## config.mk

```make
export PLATFORM = sky130hd
export DESIGN_NAME = bpra_mul
export DESIGN_NICKNAME = d
export VERILOG_FILES = /design/src/hdl/bpra_pkg.sv /design/src/hdl/bpra_mul.sv
export SDC_FILE = /design/constraint.sdc
export NUM_CORES = 2
export LEC_CHECK = 0
export ABC_AREA = 1
export BUFFER_PORTS_ARGS = -buffer_cell sky130_fd_sc_hd__buf_2
export CAP_MARGIN = 0
export CELL_PAD_IN_SITES_DETAIL_PLACEMENT = 1
export CELL_PAD_IN_SITES_GLOBAL_PLACEMENT = 1
export CORE_UTILIZATION = 45
export CTS_CLUSTER_DIAMETER = 30
export DETAILED_ROUTE_END_ITERATION = 16
export PLACE_DENSITY = 0.82
export RECOVER_POWER = 100
export SLEW_MARGIN = 30
export SYNTH_ARGS = -nofsm -noshare
export SYNTH_HDL_FRONTEND = slang
export SYNTH_SLANG_ARGS = --single-unit
```

## constraint.sdc

```tcl
create_clock -name clk -period 10.2 [get_ports clk]
set_input_delay 0.51 -clock clk [delete_from_list [all_inputs] [get_ports clk]]
set_output_delay 0.51 -clock clk [all_outputs]
set_load 0.02 [all_outputs]
```

## src/hdl/bpra_pkg.sv

```systemverilog
`default_nettype none
package bpra_pkg;
    localparam logic [2:0] CMD_RESERVE = 3'd0;
    localparam logic [2:0] CMD_UNDO    = 3'd1;
    localparam logic [2:0] CMD_CHECK   = 3'd2;
    localparam logic [2:0] CMD_ADD     = 3'd3;
    localparam logic [2:0] CMD_SUB     = 3'd4;
    localparam logic [2:0] CMD_REMOVE  = 3'd5;

    localparam logic [1:0] ST_OK       = 2'd0;
    localparam logic [1:0] ST_NOMEM    = 2'd1;
    localparam logic [1:0] ST_NOPAIR   = 2'd2;
    localparam logic [1:0] ST_NOSTREAM = 2'd3;

    localparam logic [1:0] REG_POOL  = 2'd0;
    localparam logic [1:0] REG_LFRAC = 2'd1;
    localparam logic [1:0] REG_FLOOR = 2'd2;
    localparam logic [1:0] REG_HFRAC = 2'd3;

    localparam int FRAC_W = 17;
endpackage
`default_nettype wire

```

## src/hdl/bpra_mul.sv

```systemverilog
`default_nettype none
// Unsigned product of a SIZE_BITS operand and a 17-bit fraction, split into
// two halves so each multiplier stays narrow; low half registers on start.
module bpra_mul #(
    parameter int SIZE_BITS = 40
) (
    input  wire logic                          clk,
    input  wire logic                          start,
    input  wire logic [SIZE_BITS-1:0]          a,
    input  wire logic [bpra_pkg::FRAC_W-1:0]   b,
    output logic [SIZE_BITS+bpra_pkg::FRAC_W-1:0] p
);
    import bpra_pkg::*;
    localparam int LO_W = SIZE_BITS / 2;
    localparam int HI_W = SIZE_BITS - LO_W;
    localparam int PW = SIZE_BITS + FRAC_W;

    logic [HI_W-1:0] hi_reg;
    logic [FRAC_W-1:0] b_reg;
    logic [LO_W+FRAC_W-1:0] lo_prod_reg;
    logic [HI_W+FRAC_W-1:0] hi_prod;

    assign hi_prod = hi_reg * b_reg;

    always_ff @(posedge clk)
    begin
        if (start)
        begin
            lo_prod_reg <= a[LO_W-1:0] * b;
            hi_reg <= a[SIZE_BITS-1:LO_W];
            b_reg <= b;
        end
    end

    assign p = PW'(lo_prod_reg) + (PW'(hi_prod) << LO_W);
endmodule
`default_nettype wire

```

==> results.txt <==
----------------------------------------------------
[Run status]
  Result of the run ... complete, but fails checks
  Failing checks ... capacitance limit, slew limit

[Worst setup path]
  Crit path buffers/inverters ... 6
  Biggest fanout along the worst timing path ... 20
  Required time of the critical path ... 9.69 ns
  Largest stage delay on the critical path ... ~0.85 ns
  Critical path's most frequent cell ... nand2_1
  Kind of critical path ... flip-flop to primary output
  CP Capture Type ... primary output
  Highest-delay cell along the critical path ... edfxtp_1
  Arr. time, crit path ... a little over 8 ns
  Cell family contributing the most delay on the critical path ... adder cells
  Crit path launch type ... flip-flop

[Global routing]
  Via count of the first global-routing pass ... approximately 25000
  Overall global routing resource usage ... 0.279
  Global route overflow ... 0
  Largest net degree at the start of global routing ... 68
  Wire length of the first global-routing pass ... 132000 um
  Number of antenna violations at the first check in global routing ... 0

[STA]
  Number of max-slew violations in the final report ... 90
  Transition time of the tightest slew-check pin ... ~3.8 ns
  Period Utilization, post-route ... 0.839
  Achievable Freq ... 117 MHz
  Setup repair after global routing missed its margin ... no
  Time the final worst path needs with I/O delays and setup ... 8.56 ns
  Setup Total Neg Slack ... 0 ns
  Max-slew headroom ... -1.53
  Hold violation total from the final report ... 0
  Final setup violation count ... 0

[Die]
  Horizontal extent of the die ... approximately 250 um
  Die area ... 0.0617 mm2
  Area of the core ... 0.0595 mm2
  IO Count ... around 120
  Core Rows ... 89
  Chip Height ... 248 um
  Initial Utilization ... 0.459

[CTS]
  CTS resizes ... 0
  Number of buffers inserted by post-CTS setup repair ... 0
  Root Driver ... clkbuf_16
  Number of levels the H-tree was split into ... 3
  Number of sinks handled by clock tree synthesis ... 74
  CTS tree ... built
  CTS max path bufs ... 2
  Clock slew at reported path FFs ... 0.08 ns
  Hold-fix buffers, CTS ... 0
  Number of CTS-inserted buffers ... 9

[Finish]
  Nets ... roughly 4400
  Most frequent cells in the layout ... nand2_1, inv_1, fa_1, ha_1, nor2_1
  Total area of sequential cells ... 0.00222 mm2
  Fraction of final layout cells sized beyond drive strength 1 ... 0.0368
  Number of flip-flops under the largest register name ... 37
  Area added between synthesis and finish ... 4.06%
  Ant diodes ... 0
  Commonest non-fill, non-tap cell in the layout ... nand2_1
  Area taken by multi-input logic gates ... 0.0204 mm2
  Filler cell count in the final layout ... 7576

[Place]
  DP HPWL ... about 68000 um
  Routability cong. ... 0.912
  Buffers added on ports ... 115

[Job]
  Number of maximum-capacitance violations ... 4

[Detailed routing]
  Average vias per placed instance ... 5.11
  Via total after detailed routing ... 22000
  DR WL/cell ... 18.9 um
  First-pass iteration count of the detailed router ... 7
  Post-detailed-routing wire length ... approximately 81000 um
  First-iteration detailed-routing DRC count ... 982
  Number of nets with antenna violations after detailed routing ... 0
  Residual DRC count ... 0

[Synthesis]
  Number of register bits inferred by synthesis ... 74
  Asr flop ratio synth ... 0
  Number of synthesis warnings ... 0
  Syn_area_per_cell ... between 7 and 8 um2
  Post-Syn Area ... approximately 0.027 mm2
  Primary flip-flop cell chosen by synthesis mapping ... edfxtp_1
  Number of different library cells in the post-synthesis netlist ... 39
  Total nets after synthesis ... 4397
  Portion of the post-synthesis area used by sequential elements ... 0.0814
  Post-synthesis cell count ... 3560
  Number of flops mapped to enable cells by yosys ... 74

[Min path]
  Hold Crit Class ... input pin to flip-flop

----------------------------------------------------
-- cell usage after synthesis (3+ instances only) --
library cell  instances  share of area
a21o_1                7         0.0019
inv_2                18         0.0025
buf_4                20         0.0055
nand2_1            1045           0.14
edfxtp_1             74          0.081
nand3_2               8         0.0029
o21ai_0              24         0.0044
a31oi_1               6         0.0014
nand4_1              12         0.0027
o21bai_1             12         0.0033
nor2_1               96          0.013
o21ai_1               3        0.00055
nor3_2                4         0.0015
o21a_1                3        0.00082
nand2_4               3         0.0012
o211ai_1              4         0.0011
fa_1                539           0.40
a21oi_1              65          0.012
inv_1              1017           0.14
nand3b_1              6         0.0016
clkbuf_1            149          0.020
nor3_1                4        0.00073
xnor2_1              17         0.0055
and2_1                6         0.0014
nor2_2                9         0.0021
ha_1                239           0.11
nand2_2              22         0.0050
xor2_1               59          0.019
nand3_1              70          0.013
nor2_4                8         0.0033
-- worst paths after layout --
check / start / to / slack (ns) / cells after the start
max: b_reg[2]$_DFFE_PP_ / p[52] / 1.64 / 32
min: a[36] / hi_reg[16]$_DFFE_PP_ / 0.29 / 1
-- logic make-up after synthesis --
family / Yosys count / share of synthesized area
AOI/OAI and AO/OA: 130 / 0.0272
xor gates and xnor gates: 76 / 0.0244
adders and majority gates: 778 / 0.505
buffers and inverters: 1205 / 0.168
DFF: 74 / 0.0814
and+or+nand+nor: 1297 / 0.194
-- routing by layer --
layer | part of all wire | global-route usage | wire length [um]
met1 | 0.39 | 0.321 | 32000
met2 | 0.52 | 0.518 | 42600
met3 | 0.039 | 0.0278 | 3190
met4 | 0.044 | 0.125 | 3610
met5 | 0 | 0 | 0
-- through the flow --
stage	util	hold WS [ns]	setup slack [ns]	area [um2]	instances
3_3_place_gp	0.474	0.689	2.59	28200	4286
5_1_grt	0.478	0.287	1.01	28400	4303
3_5_place_dp	0.474	0.689	2.30	28200	4286
4_1_cts	0.480	0.271	1.86	28500	4302
6_report	0.478	0.289	1.64	28400	4303
2_1_floorplan	-	0.609	2.99	27300	3560
-- final cells by class --
| type | instances | share of cell area |
|---|---|---|
| Clock inverter | 6 | 0.00396 |
| Multi-Input combinational cell | 2281 | 0.720 |
| Sequential cell | 74 | 0.0782 |
| Timing Repair Buffer | 123 | 0.0190 |
| Tap cell | 773 | 0.0340 |
| Clock buffer | 10 | 0.00806 |
| Inverter | 1036 | 0.137 |
Power is left out: the tool's default activity adds up to more than one toggle a clock period on the data nets, which glitch-free logic cannot reach.
